## src/rtl/led_strip_comet_tail_animator_macros.svh

```systemverilog
// assertion macros for the comet tail animator
// used by the top level only, expects clk and rst_n in scope
`ifndef LED_STRIP_COMET_TAIL_ANIMATOR_MACROS_SVH
`define LED_STRIP_COMET_TAIL_ANIMATOR_MACROS_SVH

// same-cycle implication, checked outside reset
`define LSC_ASSERT_NOW(label, ante, cons) \
    label: assert property (@(posedge clk) disable iff (!rst_n) (ante) |-> (cons)) \
        else $error("lsc assertion failed");

// next-cycle implication, checked outside reset
`define LSC_ASSERT_NEXT(label, ante, cons) \
    label: assert property (@(posedge clk) disable iff (!rst_n) (ante) |=> (cons)) \
        else $error("lsc assertion failed");

`endif

```

## src/rtl/lsc_pkg.sv

```systemverilog
// shared types, constants and tables of the comet tail animator
// no dependencies; used by lsc_ctrl, lsc_datapath and the top level
package lsc_pkg;

    localparam int COLOUR_W     = 8;
    localparam int DIV_W        = 4;
    localparam int RECIP_W      = 17;
    localparam int RECIP_SHIFT  = 16;
    localparam int PROD_W       = COLOUR_W + RECIP_W;
    localparam int PALETTE_LAST = 21;
    localparam int MOD_STEPS    = 8;

    typedef logic [3*COLOUR_W-1:0] rgb_t;   // {red, green, blue}

    typedef struct packed {
        logic start;      // tick transaction with a tick of 1 taken
        logic mod_step;   // one remainder iteration
        logic mod_last;   // final remainder iteration, load position
        logic issue;      // load one pixel write into the product stage
        logic commit;     // last write of the frame, advance frame state
    } cmd_t;

    typedef struct packed {
        logic tail_in_range;  // tail position below strip length
        logic slot_free;      // product stage can take a write
    } status_t;

    function automatic rgb_t palette_colour(input logic [4:0] idx);
        rgb_t c;
        case (idx)
            5'd0:    c = 24'h800000;
            5'd1:    c = 24'h802000;
            5'd2:    c = 24'h804000;
            5'd3:    c = 24'h806000;
            5'd4:    c = 24'h808000;
            5'd5:    c = 24'h608000;
            5'd6:    c = 24'h408000;
            5'd7:    c = 24'h208000;
            5'd8:    c = 24'h008000;
            5'd9:    c = 24'h008020;
            5'd10:   c = 24'h008040;
            5'd11:   c = 24'h008060;
            5'd12:   c = 24'h008080;
            5'd13:   c = 24'h006080;
            5'd14:   c = 24'h004080;
            5'd15:   c = 24'h002080;
            5'd16:   c = 24'h000080;
            5'd17:   c = 24'h200080;
            5'd18:   c = 24'h400080;
            5'd19:   c = 24'h400060;
            5'd20:   c = 24'h600040;
            5'd21:   c = 24'h600020;
            default: c = '0;
        endcase
        return c;
    endfunction

    // ceil(2^16 / d): (v * recip) >> 16 equals v / d for any 8-bit v
    function automatic logic [RECIP_W-1:0] recip(input logic [DIV_W-1:0] d);
        logic [RECIP_W-1:0] m;
        case (d)
            4'd2:    m = 17'd32768;
            4'd3:    m = 17'd21846;
            4'd4:    m = 17'd16384;
            4'd5:    m = 17'd13108;
            4'd6:    m = 17'd10923;
            4'd7:    m = 17'd9363;
            4'd8:    m = 17'd8192;
            4'd9:    m = 17'd7282;
            4'd10:   m = 17'd6554;
            4'd11:   m = 17'd5958;
            4'd12:   m = 17'd5462;
            4'd13:   m = 17'd5042;
            4'd14:   m = 17'd4682;
            4'd15:   m = 17'd4370;
            default: m = 17'd65536;
        endcase
        return m;
    endfunction

endpackage

```

## src/rtl/lsc_ctrl.sv

```systemverilog
// frame sequencer of the comet tail animator
// depends on lsc_pkg; drives lsc_datapath through cmd_t, reads status_t
module lsc_ctrl #(
    parameter int TRAIL_LENGTH = 8,
    parameter int STEP_W       = 4
) (
    input  logic                clk,
    input  logic                rst_n,
    input  logic                s_tvalid,
    input  logic                s_tick,
    output logic                s_tready,
    input  lsc_pkg::status_t    status,
    output lsc_pkg::cmd_t       cmd,
    output logic [STEP_W-1:0]   step
);

    localparam logic [1:0] ST_IDLE = 2'd0;
    localparam logic [1:0] ST_MOD  = 2'd1;
    localparam logic [1:0] ST_RUN  = 2'd2;

    localparam logic [STEP_W-1:0] STEP_LAST = STEP_W'(TRAIL_LENGTH);
    localparam logic [2:0]        MOD_END   = 3'(lsc_pkg::MOD_STEPS - 1);

    logic [1:0]        state_reg, state_next;
    logic [STEP_W-1:0] step_reg, step_next;
    logic [2:0]        cnt_reg, cnt_next;

    always_comb
    begin
        state_next = state_reg;
        step_next  = step_reg;
        cnt_next   = cnt_reg;
        cmd        = '0;
        s_tready   = 1'b0;
        unique case (state_reg)
            ST_IDLE:
            begin
                s_tready = 1'b1;
                if (s_tvalid && s_tick)
                begin
                    cmd.start = 1'b1;
                    step_next = '0;
                    cnt_next  = '0;
                    // tail beyond the strip needs a remainder pass first
                    state_next = status.tail_in_range ? ST_RUN : ST_MOD;
                end
            end
            ST_MOD:
            begin
                cmd.mod_step = 1'b1;
                cnt_next     = cnt_reg + 3'd1;
                if (cnt_reg == MOD_END)
                begin
                    cmd.mod_last = 1'b1;
                    state_next   = ST_RUN;
                end
            end
            ST_RUN:
            begin
                if (status.slot_free)
                begin
                    cmd.issue = 1'b1;
                    if (step_reg == STEP_LAST)
                    begin
                        cmd.commit = 1'b1;
                        state_next = ST_IDLE;
                    end
                    else
                    begin
                        step_next = step_reg + STEP_W'(1);
                    end
                end
            end
            default:
            begin
                state_next = ST_IDLE;
            end
        endcase
    end

    always_ff @(posedge clk or negedge rst_n)
    begin
        if (!rst_n)
        begin
            state_reg <= ST_IDLE;
            step_reg  <= '0;
            cnt_reg   <= '0;
        end
        else
        begin
            state_reg <= state_next;
            step_reg  <= step_next;
            cnt_reg   <= cnt_next;
        end
    end

    assign step = step_reg;

endmodule

```

## src/rtl/lsc_datapath.sv

```systemverilog
// frame state, position and dimming datapath of the comet tail animator
// depends on lsc_pkg; commanded by lsc_ctrl, drives the output stream
module lsc_datapath #(
    parameter int TRAIL_LENGTH = 8,
    parameter int STEP_W       = 4
) (
    input  logic                clk,
    input  logic                rst_n,
    input  logic                cfg_we,
    input  logic [7:0]          cfg_wdata,
    input  lsc_pkg::cmd_t       cmd,
    input  logic [STEP_W-1:0]   step,
    output lsc_pkg::status_t    status,
    output logic                m_tvalid,
    input  logic                m_tready,
    output logic [31:0]         m_tdata,
    output logic                m_tuser,
    output logic                m_tlast
);

    localparam int NENT  = TRAIL_LENGTH - 1;
    localparam int IDX_W = (NENT > 1) ? $clog2(NENT) : 1;
    localparam int CW    = lsc_pkg::COLOUR_W;
    localparam int PW    = lsc_pkg::PROD_W;
    localparam int SH    = lsc_pkg::RECIP_SHIFT;

    localparam logic [STEP_W-1:0] STEP_LAST = STEP_W'(TRAIL_LENGTH);
    localparam logic [4:0]        PAL_LAST  = 5'(lsc_pkg::PALETTE_LAST);

    // frame state
    logic [7:0]           strip_len_reg;
    lsc_pkg::rgb_t        trail_reg [NENT];
    logic [7:0]           tail_reg;
    logic [4:0]           pal_reg;
    logic [7:0]           pos_reg;
    logic [7:0]           mod_rem_reg;
    logic [7:0]           mod_sh_reg;

    // product stage and output register
    logic                 s1_valid_reg;
    logic [PW-1:0]        s1_r_reg, s1_g_reg, s1_b_reg;
    logic [7:0]           s1_pos_reg;
    logic                 s1_first_reg, s1_last_reg;
    logic                 out_valid_reg;
    logic [7:0]           out_pos_reg;
    logic [CW-1:0]        out_r_reg, out_g_reg, out_b_reg;
    logic                 out_first_reg, out_last_reg;

    logic [8:0]                    len9;
    logic [4:0]                    pal_next;
    lsc_pkg::rgb_t                 head_rgb;
    logic [8:0]                    tail_inc;
    logic [7:0]                    tail_next;
    logic [8:0]                    pos_inc;
    logic [7:0]                    pos_next;
    logic [8:0]                    mod_trial;
    logic [7:0]                    mod_rem_next;
    logic [IDX_W-1:0]              trail_idx;
    lsc_pkg::rgb_t                 sel_rgb;
    logic [lsc_pkg::DIV_W-1:0]     sel_div;
    logic [lsc_pkg::RECIP_W-1:0]   rcp;
    logic                          out_adv;

    // a length of zero means 256 pixels
    assign len9      = (strip_len_reg == 8'd0) ? 9'd256 : {1'b0, strip_len_reg};
    assign pal_next  = (pal_reg == PAL_LAST) ? 5'd0 : pal_reg + 5'd1;
    assign head_rgb  = lsc_pkg::palette_colour(pal_next);
    assign tail_inc  = {1'b0, tail_reg} + 9'd1;
    assign tail_next = (tail_inc >= len9) ? 8'd0 : tail_inc[7:0];
    assign pos_inc   = {1'b0, pos_reg} + 9'd1;
    assign pos_next  = (pos_inc == len9) ? 8'd0 : pos_inc[7:0];

    // restoring remainder, one tail bit per cycle
    assign mod_trial    = {mod_rem_reg, mod_sh_reg[7]};
    assign mod_rem_next = (mod_trial >= len9) ? 8'(mod_trial - len9) : mod_trial[7:0];

    assign trail_idx = IDX_W'(step - STEP_W'(1));

    always_comb
    begin
        if (step == '0)
        begin
            sel_rgb = '0;
            sel_div = lsc_pkg::DIV_W'(1);
        end
        else if (step == STEP_LAST)
        begin
            sel_rgb = head_rgb;
            sel_div = lsc_pkg::DIV_W'(1);
        end
        else
        begin
            // oldest entry gets the largest divisor
            sel_rgb = trail_reg[trail_idx];
            sel_div = lsc_pkg::DIV_W'(STEP_LAST - step);
        end
    end

    assign rcp = lsc_pkg::recip(sel_div);

    assign out_adv = s1_valid_reg && (!out_valid_reg || m_tready);

    assign status.tail_in_range = ({1'b0, tail_reg} < len9);
    assign status.slot_free     = !s1_valid_reg || out_adv;

    always_ff @(posedge clk or negedge rst_n)
    begin
        if (!rst_n)
        begin
            strip_len_reg <= 8'd16;
        end
        else if (cfg_we)
        begin
            strip_len_reg <= cfg_wdata;
        end
    end

    always_ff @(posedge clk or negedge rst_n)
    begin
        if (!rst_n)
        begin
            for (int i = 0; i < NENT; i++)
            begin
                trail_reg[i] <= '0;
            end
            tail_reg <= '0;
            pal_reg  <= '0;
        end
        else if (cmd.commit)
        begin
            for (int i = 0; i < NENT - 1; i++)
            begin
                trail_reg[i] <= trail_reg[i + 1];
            end
            trail_reg[NENT - 1] <= head_rgb;
            tail_reg            <= tail_next;
            pal_reg             <= pal_next;
        end
    end

    always_ff @(posedge clk)
    begin
        if (cmd.start)
        begin
            mod_rem_reg <= '0;
            mod_sh_reg  <= tail_reg;
            if (status.tail_in_range)
            begin
                pos_reg <= tail_reg;
            end
        end
        else if (cmd.mod_step)
        begin
            mod_rem_reg <= mod_rem_next;
            mod_sh_reg  <= {mod_sh_reg[6:0], 1'b0};
            if (cmd.mod_last)
            begin
                pos_reg <= mod_rem_next;
            end
        end
        else if (cmd.issue)
        begin
            pos_reg <= pos_next;
        end
    end

    always_ff @(posedge clk or negedge rst_n)
    begin
        if (!rst_n)
        begin
            s1_valid_reg  <= 1'b0;
            out_valid_reg <= 1'b0;
        end
        else
        begin
            if (cmd.issue)
            begin
                s1_valid_reg <= 1'b1;
            end
            else if (out_adv)
            begin
                s1_valid_reg <= 1'b0;
            end
            if (out_adv)
            begin
                out_valid_reg <= 1'b1;
            end
            else if (m_tready)
            begin
                out_valid_reg <= 1'b0;
            end
        end
    end

    always_ff @(posedge clk)
    begin
        if (cmd.issue)
        begin
            s1_r_reg     <= PW'(sel_rgb[23:16]) * PW'(rcp);
            s1_g_reg     <= PW'(sel_rgb[15:8]) * PW'(rcp);
            s1_b_reg     <= PW'(sel_rgb[7:0]) * PW'(rcp);
            s1_pos_reg   <= pos_reg;
            s1_first_reg <= (step == '0);
            s1_last_reg  <= (step == STEP_LAST);
        end
        if (out_adv)
        begin
            out_pos_reg   <= s1_pos_reg;
            out_r_reg     <= s1_r_reg[SH +: CW];
            out_g_reg     <= s1_g_reg[SH +: CW];
            out_b_reg     <= s1_b_reg[SH +: CW];
            out_first_reg <= s1_first_reg;
            out_last_reg  <= s1_last_reg;
        end
    end

    assign m_tvalid = out_valid_reg;
    assign m_tdata  = {out_b_reg, out_g_reg, out_r_reg, out_pos_reg};
    assign m_tuser  = out_first_reg;
    assign m_tlast  = out_last_reg;

endmodule

```

## src/rtl/led_strip_comet_tail_animator.sv

```systemverilog
// comet tail animator for an addressable led strip
// Input stream: one transaction per frame tick (s_tdata bit 0 = tick). A tick of 0 is
// taken and ignored. Each tick of 1 yields TRAIL_LENGTH+1 pixel writes on the output
// stream: first the blanked tail pixel (tuser high), then the dimmed trail entries,
// oldest first, then the new head colour (tlast high).
// Pipeline: each write passes the product stage and the result register before m_tvalid.
// Throughput: one write per cycle while the output is not stalled; the next tick is
// taken in the cycle after the head write is issued. If strip_length was lowered to or
// below the tail position, a bit-serial remainder unit runs before the frame starts.
// Output stall: the result register holds while m_tready is low; the one-entry product
// stage behind it fills and the sequencer waits, nothing is dropped.
// Reset: trail cleared to black, tail position and palette index to 0, strip length 16.
// Configuration: cfg_we writes strip_length (0 means 256); write only while idle.
// Datapath: reciprocal multiply per channel (8x17), registered before the output stage.
module led_strip_comet_tail_animator #(
    parameter int TRAIL_LENGTH = 8
) (
    input  logic        clk,
    input  logic        rst_n,
    input  logic        cfg_we,
    input  logic [7:0]  cfg_wdata,     // strip_length
    input  logic        s_tvalid,
    output logic        s_tready,
    input  logic [7:0]  s_tdata,       // [0] tick, [7:1] zero
    output logic        m_tvalid,
    input  logic        m_tready,
    output logic [31:0] m_tdata,       // [7:0] pixel_index, [15:8] red, [23:16] green,
                                       // [31:24] blue
    output logic        m_tuser,       // frame_start
    output logic        m_tlast        // last
);

    localparam int STEP_W = $clog2(TRAIL_LENGTH + 1);

    lsc_pkg::cmd_t      cmd;
    lsc_pkg::status_t   status;
    logic [STEP_W-1:0]  step;

    lsc_ctrl #(
        .TRAIL_LENGTH (TRAIL_LENGTH),
        .STEP_W       (STEP_W)
    ) u_ctrl (
        .clk      (clk),
        .rst_n    (rst_n),
        .s_tvalid (s_tvalid),
        .s_tick   (s_tdata[0]),
        .s_tready (s_tready),
        .status   (status),
        .cmd      (cmd),
        .step     (step)
    );

    lsc_datapath #(
        .TRAIL_LENGTH (TRAIL_LENGTH),
        .STEP_W       (STEP_W)
    ) u_datapath (
        .clk       (clk),
        .rst_n     (rst_n),
        .cfg_we    (cfg_we),
        .cfg_wdata (cfg_wdata),
        .cmd       (cmd),
        .step      (step),
        .status    (status),
        .m_tvalid  (m_tvalid),
        .m_tready  (m_tready),
        .m_tdata   (m_tdata),
        .m_tuser   (m_tuser),
        .m_tlast   (m_tlast)
    );

`include "led_strip_comet_tail_animator_macros.svh"

    // sequencer only loads the product stage when it has room
    `LSC_ASSERT_NOW(a_issue_has_slot, cmd.issue, status.slot_free)
    // remainder iterations and pixel issue never overlap
    `LSC_ASSERT_NOW(a_mod_excludes_issue, cmd.mod_step, !cmd.issue)
    // a tick of 1 always makes the block busy for its frame
    `LSC_ASSERT_NEXT(a_tick_goes_busy, s_tvalid && s_tready && s_tdata[0], !s_tready)
    // the frame state only advances on the head write
    `LSC_ASSERT_NOW(a_commit_on_issue, cmd.commit, cmd.issue)

endmodule

```

## config.mk

```make
export PLATFORM = sky130hd
export DESIGN_NAME = led_strip_comet_tail_animator
export DESIGN_NICKNAME = d
export VERILOG_FILES = /design/src/rtl/lsc_pkg.sv /design/src/rtl/lsc_ctrl.sv /design/src/rtl/lsc_datapath.sv /design/src/rtl/led_strip_comet_tail_animator.sv
export VERILOG_INCLUDE_DIRS = /design/src /design/src/rtl
export SDC_FILE = /design/constraint.sdc
export NUM_CORES = 1
export LEC_CHECK = 0
export BUFFER_PORTS_ARGS = -buffer_cell sky130_fd_sc_hd__buf_2
export CORE_MARGIN = 10
export CORE_UTILIZATION = 60
export DETAILED_ROUTE_END_ITERATION = 10
export HOLD_SLACK_MARGIN = 0.08
export PLACE_DENSITY = 0.85
export REMOVE_ABC_BUFFERS = 1
export SLEW_MARGIN = 20
export SYNTH_ARGS = -nofsm -noshare
export SYNTH_HDL_FRONTEND = slang
export SYNTH_SLANG_ARGS = --single-unit
```

## constraint.sdc

```tcl
create_clock -name clk -period 11.6 [get_ports clk]
set_clock_uncertainty 0.15 [all_clocks]
set_input_delay 0.58 -clock clk [delete_from_list [all_inputs] [get_ports clk]]
set_output_delay 0.58 -clock clk [all_outputs]
set_load 0.005 [all_outputs]
```

==> run_results.csv, run 1 <==
group,metric,value,unit
outcome,outcome,"complete, no violations",
logic_synthesis,ys_warn_count,0,
layout,drive_gt1_frac,0.0998,
worst_hold_path,min-delay-start,"cfg_wdata[7]",
setup_path,cp-endpoint,"u_datapath.s1_g_reg[22]$_DFFE_PP_",
layout,antenna_cells,0,
route,met3_length,2030,um
logic_synthesis,synth_top_area_cell,"ha_1",
floorplan,die_w,173,um
job,drv_cap,0,
route,totalWireLength,31400,um
placement,io_buffers,49,
cts,cts_tree,"yes",
pwr,powerDensity,289,nW/um^2
logic_synthesis,async_flop_share,0.508,
logic_synthesis,synth-seq-cells,187,
setup_path,critPathBufInv,2,
timing,worst_pin_slew,1.18,ns
logic_synthesis,yosysSeqAreaShare,0.361,
route,post-route-drc-count,0,
setup_path,path_delay_family,"simple AND/OR/NAND/NOR gates",
grt,grt_util_all_layers,0.210,
timing,slew_viol_final,0,
setup_path,cpMostUsedCell,"ha_1",
route,firstDrtPassIters,6,
pwr,leakage,7.75,nW
worst_hold_path,min_path_type,"input port to flip-flop",
cts,clk_latency,0.45,ns
timing,finalHoldViolCount,0,
logic_synthesis,synth_top_area_share,0.186,
layout,ff_latch_area,5060,um^2
logic_synthesis,synth_cell_types,85,
cts,h-tree-depth,4,
layout,largest_reg_flops,63,
setup_path,reg2reg_slack,4.34,ns
layout,nets,1755,
setup_path,path_cells,"buf_4 > inv_1 > ha_1 > nor2b_1 > a221oi_1 > nor3_1 > nor2_1 > nor2_1 > fa_1 > ha_1 > ha_1 > ha_1 > ha_1 > a2111oi_0 > o21bai_1 > or3_1 > a31oi_1 > nor3_2 > nor3_1 > o21bai_1 > xor2_1",
setup_path,cp_slowest_stage_delay,0.68,ns
logic_synthesis,avgSynthCellArea,9.65,um^2
route,wirelength_met1,13700,um
setup_path,cp_slowest_cell,"nor2b_1",
setup_path,cp_max_fo,36,
layout,multi_input_area,8460,um^2
cts,clk_pin_slew_worst_paths,0.08,ns
cts,cts_root_buf,"clkbuf_16",
grt,grt_pass1_wl,52500,um
route,wl_per_cell,17.4,um
grt,antenna_found_initial,0,
setup_path,reg2reg_depth,21,
logic_synthesis,synth_area_leaders,"ha_1, edfxtp_1, dfrtp_1",
placement,placed_cell_area,14500,um^2
placement,routabilityCongestion,0.924,
logic_synthesis,synth_edf_count,84,
timing,setup_viol,0,
layout,area_growth,8.12,%
grt,grt_max_degree,85,
route,routed_via_density,5.90,
cts,numCtsBuffers,17,
timing,period_share,0.626,
setup_path,crit_start,"u_ctrl.step[0]$_DFFE_PN0P_",
floorplan,core_area,22800,um^2
setup_path,cp-start-kind,"flip-flop",
timing,slew_headroom,0.210,
layout,finalNonFillerCells,1806,
pwr,ir_worst_vdd,0.170,mV
grt,grt_pass1_vias,10500,
floorplan,start_util,0.614,
layout,final_area,15200,um^2
floorplan,fp-row-count,55,
timing,fmax,138,MHz
logic_synthesis,synthTopCellsByCount,"nand2_1, ha_1, nor2_1",
floorplan,pin_count,57,
timing,tns,0,ns
cts,cts_buffer_depth,2,
logic_synthesis,syn_area,14000,um^2
route,wl_met2,15200,um
cts,clock_sinks,187,
route,num_vias,10600,
logic_synthesis,synthMostInstantiatedCell,"nand2_1",
setup_path,cp.depth,21,
setup_path,r2r-start,"u_ctrl.step[0]$_DFFE_PN0P_",
setup_path,endpoint_kind,"flip-flop",
placement,dp.cells,1773,
setup_path,required,11.65,ns
logic_synthesis,synth_cells,1453,
logic_synthesis,ys.flop_type,"dfrtp_1",
setup_path,critPathArrivalTime,7.31,ns
route,maxUsedRoutingLayer,"met4",
timing,rsz0062_at_grt,"no",
cts,cts_setup_buffers,0,
placement,hpwl,22200,um
grt,overflow,0,
floorplan,die-height,173,um
floorplan,die_area,29900,um^2
timing,period_needed,7.26,ns
route,route.antenna.remaining_nets,0,
layout,fillers,1736,
route,drt-initial-drc-count,923,
setup_path,crit_type,"flip-flop to flip-flop",
setup_path,r2r_end,"u_datapath.s1_g_reg[22]$_DFFE_PP_",
## area by class of cell
| class | instances | share of cell area |
|---|---|---|
| clock buffers | 17 | 0.0281 |
| clock inverters | 15 | 0.0123 |
| inverters | 74 | 0.0183 |
| multi-input cells | 1136 | 0.558 |
| flip-flops and latches | 187 | 0.334 |
| well taps | 313 | 0.0258 |
| repair buffers | 64 | 0.0242 |
## layout by cell type (no fill, tap or decap), types with 13 or more instances in the layout
cell type	instances
fa_1	46
buf_4	14
o21ai_0	49
nor2b_1	13
dfrtp_1	94
edfxtp_1	84
buf_2	48
nor2_1	128
o21a_1	18
inv_1	72
xnor2_1	40
a21oi_1	41
nand3_1	20
xor2_1	21
nand2b_1	27
ha_1	208
nor3_1	22
a31oi_1	15
clkbuf_16	17
nand2_1	307
## repair_timing
action,CTS,global route
hold endpoints to repair,12,0
hold buffers,1,0
gates resized for setup,0,0
## worst min path at each step
stage,cells after the start,end
3_3_place_gp,0,u_datapath.out_pos_reg[0]$_DFFE_PP_
5_1_grt,3,u_datapath.strip_len_reg[7]$_DFFE_PN0P_
6_report,3,u_datapath.strip_len_reg[7]$_DFFE_PN0P_
2_1_floorplan,0,u_ctrl.cnt_reg[0]$_DFFE_PN0P_
4_1_cts,3,u_datapath.strip_len_reg[7]$_DFFE_PN0P_
3_5_place_dp,0,u_datapath.out_b_reg[7]$_DFFE_PP_
## tightest hold or removal path: cells and delay by family
family	cells	cell delay, ns
buffers and inverters	1	0.08
AO/OA/AOI/OAI	1	0.05
AND/OR/NAND/NOR	1	0.04
## report_power, final
| group | internal, W | leakage, nW | switching, W | total [W] |
|---|---|---|---|---|
| Clock | 0.000295 | 0.297 | 0.000313 | 0.000608 |
| Sequential | 0.000968 | 2.16 | 0.000117 | 0.00108 |
| Combinational | 0.000998 | 5.30 | 0.00169 | 0.00269 |
## stage by stage
| step | hold slack, ns | util | power [W] | setup WS, ns |
|---|---|---|---|---|
| global placement | 0.252 | 0.636 | 0.00358 | 4.57 |
| detailed placement | 0.255 | 0.636 | 0.00371 | 4.32 |
| CTS | 0.174 | 0.664 | 0.00437 | 4.27 |
| finish | 0.180 | 0.664 | 0.00438 | 4.34 |
| global route | 0.187 | 0.664 | 0.00477 | 3.83 |
| floorplan | 0.134 | - | 0.00294 | 4.59 |
## metal layers
metal,global-route usage,up-vias
met5,0,-
met3,0.0383,50
li1,-,5090
met1,0.281,5163
met4,0.0589,0
met2,0.342,346
## kinds of logic after synthesis
group | share of synthesized area
buf+inv | 0.0370
flops | 0.361
simple gates | 0.184
xor+xnor | 0.0404
compound gates | 0.101
fa+ha+maj | 0.251
mux | 0.0253
Power figures use the tool's default switching activity.
==> inputs of run 2 (changes only) <==
Settings changed: ABC_AREA from default to 1, CORE_UTILIZATION 60 to 58, PLACE_DENSITY 0.85 to 0.86.
Clock period 11.6 ns to 5.8 ns, I/O delays scaled along.
==> run 2 against run 1 <==
Effect of this change: critical path depth up 6; setup slack got worse by 4.0 ns; register-to-register slack got worse by 4.0 ns; via count increased by 16%.
==> run_results.csv, run 2 <==
group,metric,value,unit
outcome,outcome,"complete, no violations",
route,route.antenna.remaining_nets,0,
placement,hpwl,24400,um
setup_path,cp_max_fo,9,
logic_synthesis,synthMostInstantiatedCell,"nand2_1",
placement,preCtsSetupSlack,0.295,ns
logic_synthesis,ys_warn_count,0,
timing,period_needed,5.51,ns
cts,cts_buffer_depth,2,
logic_synthesis,synth_cells,1741,
cts,h-tree-depth,4,
cts,cts_root_buf,"clkbuf_16",
timing,fmax,182,MHz
placement,io_buffers,49,
logic_synthesis,synth_edf_count,84,
setup_path,endpoint_kind,"flip-flop",
layout,drive_gt1_frac,0.0878,
grt,grt_util_all_layers,0.218,
grt,overflow,0,
grt,antenna_found_initial,0,
route,wl_per_cell,15.7,um
timing,period_share,0.950,
route,drt-initial-drc-count,1218,
logic_synthesis,synth_compound_area_frac,0.105,
floorplan,die_area,31700,um^2
setup_path,critPathArrivalTime,5.58,ns
route,routed_via_density,5.73,
layout,largest_reg_flops,63,
grt,grt_pass1_wl,56800,um
cts,clk_pin_slew_worst_paths,0.08,ns
timing,slew_viol_final,0,
logic_synthesis,synth_top_family_by_area,"adder cells",
logic_synthesis,yosysSeqAreaShare,0.349,
logic_synthesis,synth_top_area_share,0.180,
timing,layout_setup_ws,0.292,ns
grt,grt_pass1_vias,12100,
timing,finalHoldViolCount,0,
logic_synthesis,syn_area,14500,um^2
logic_synthesis,synth_cell_types,55,
worst_hold_path,hold_depth,3,
logic_synthesis,synth_top_area_cell,"ha_1",
route,num_vias,12400,
floorplan,die_w,178,um
timing,tns,0,ns
layout,layout_common_cells,"nand2_1, inv_1, ha_1",
layout,antenna_cells,0,
layout,nets,2096,
layout,final_common_cell,"nand2_1",
logic_synthesis,synth-seq-cells,187,
floorplan,core_area,24500,um^2
floorplan,die-height,178,um
timing,setup_viol,0,
setup_path,crit_type,"flip-flop to flip-flop",
logic_synthesis,synth_area_leaders,"ha_1, edfxtp_1, dfrtp_1",
setup_path,reg2reg_depth,27,
logic_synthesis,synth_xor_area_frac,0.0259,
cts,cts_tree,"yes",
floorplan,start_util,0.592,
timing,fin_hold_ws,0.0967,ns
setup_path,required,5.87,ns
cts,clk_latency,0.46,ns
floorplan,pin_count,57,
timing,slew_headroom,0.332,
logic_synthesis,synthMuxAreaShare,0,
layout,area_growth,10.9,%
layout,final_area,16100,um^2
placement,routabilityCongestion,0.957,
grt,grt_max_degree,86,
timing,worst_pin_slew,1.00,ns
layout,ff_latch_area,5060,um^2
route,firstDrtPassIters,5,
cts,clock_sinks,187,
route,post-route-drc-count,0,
route,totalWireLength,33900,um
logic_synthesis,ys.flop_type,"dfrtp_1",
logic_synthesis,synthAdderAreaFrac,0.243,
cts,numCtsBuffers,17,
setup_path,cp-start-kind,"flip-flop",
logic_synthesis,yosys.area_share.simple,0.202,
layout,multi_input_area,8420,um^2
worst_hold_path,min_path_type,"input port to flip-flop",
logic_synthesis,async_flop_share,0.508,
logic_synthesis,synthTopCellsByCount,"nand2_1, inv_1, ha_1",
floorplan,fp-row-count,57,
logic_synthesis,avgSynthCellArea,8.32,um^2
placement,placed_cell_area,15200,um^2
layout,fillers,1873,
job,drv_cap,0,
run 2: changes by cell type in the layout (fill, tap and decap cells not counted), sizes merged, moves of 13 or more:
cell	previous run	this run
o211ai	5	21
dlygate4sd3	1	24
inv	80	243
nor2	130	144
nand2b	27	0
nand3	21	79
a21oi	41	81
o21ai	55	137
nand2	309	445
or2	14	1
nor2b	13	0
xnor2	41	15
o21a	18	1
run 2: path summary, 6_finish.rpt:
path                                                    from                                      end  slack [ns]
setup / recovery           u_datapath.pal_reg[0]$_DFFE_PN0P_        u_datapath.s1_r_reg[23]$_DFFE_PP_        0.29
hold / removal                                        cfg_we  u_datapath.strip_len_reg[2]$_DFFE_PN0P_         0.1
setup reg to reg           u_datapath.pal_reg[0]$_DFFE_PN0P_        u_datapath.s1_r_reg[23]$_DFFE_PP_        0.29
hold reg to reg            u_datapath.s1_b_reg[20]$_DFFE_PP_        u_datapath.out_b_reg[4]$_DFFE_PP_        0.26
max in group asynchronous                              rst_n    u_datapath.trail_reg[102]$_DFFE_PN0P_        4.18
min in group asynchronous                              rst_n    u_datapath.trail_reg[133]$_DFFE_PN0P_        0.15
run 2: logic make-up (layout without fill, tap and decap cells):
family          count (synthesis)  in the layout
buf+inv                       279            372
flops                         187            187
xor+xnor                       42             42
compound gates                275            275
fa+ha+maj                     254            254
simple gates                  704            704
run 2: area by class of cell:
class	count	share of cell area
clock buffers	17	0.0265
clock inverters	15	0.0108
inverters	244	0.0581
multi-input cells	1275	0.523
flip-flops and latches	187	0.315
well taps	324	0.0252
repair buffers	96	0.0411
run 2: repair_timing:
item,CTS,global route
endpoints found under the hold margin,36,0
setup buffers,0,1
hold buffers,24,0
gates resized for setup,0,17
setup endpoints to repair,0,12
run 2: metrics by stage:
step	instances	utilization
after CTS	2157	0.654
after floorplan	1706	-
after global placement	2101	0.620
final	2158	0.657
after global routing	2158	0.657
after detailed placement	2101	0.620
run 2: worst max-delay path, stage by stage (launching register included):
cell and delay [ns]:
dfrtp_1 0.44, ha_1 0.22, inv_1 0.05, nor2_1 0.04, nand2_2 0.16, inv_1 0.08, nor2_1 0.15, inv_1 0.08
ha_1 0.30, nor2_1 0.15, nand2_1 0.07, nand2_1 0.07, nand2_1 0.17, nand2_2 0.16, buf_4 0.16, nand2_1 0.08
fa_1 0.54, inv_1 0.06, ha_1 0.29, ha_1 0.30, ha_1 0.30, ha_1 0.39, a21oi_2 0.20, o21ai_0 0.16
a221oi_2 0.32, nand2_1 0.09, nand2_1 0.06, nand2_1 0.04
run 2: layer usage:
metal / routed length, um / up-vias / track usage / part of all wire
met5: 0 / - / 0 / 0
met4: 1140 / 0 / 0.0907 / 0.034
met3: 2750 / 107 / 0.0406 / 0.081
met1: 13600 / 5825 / 0.264 / 0.40
met2: 16400 / 537 / 0.372 / 0.48
li1: - / 5895 / - / -
Power of run 2 is not shown: default switching activity piles up to over one toggle a cycle in this logic, so the estimate is an artifact.
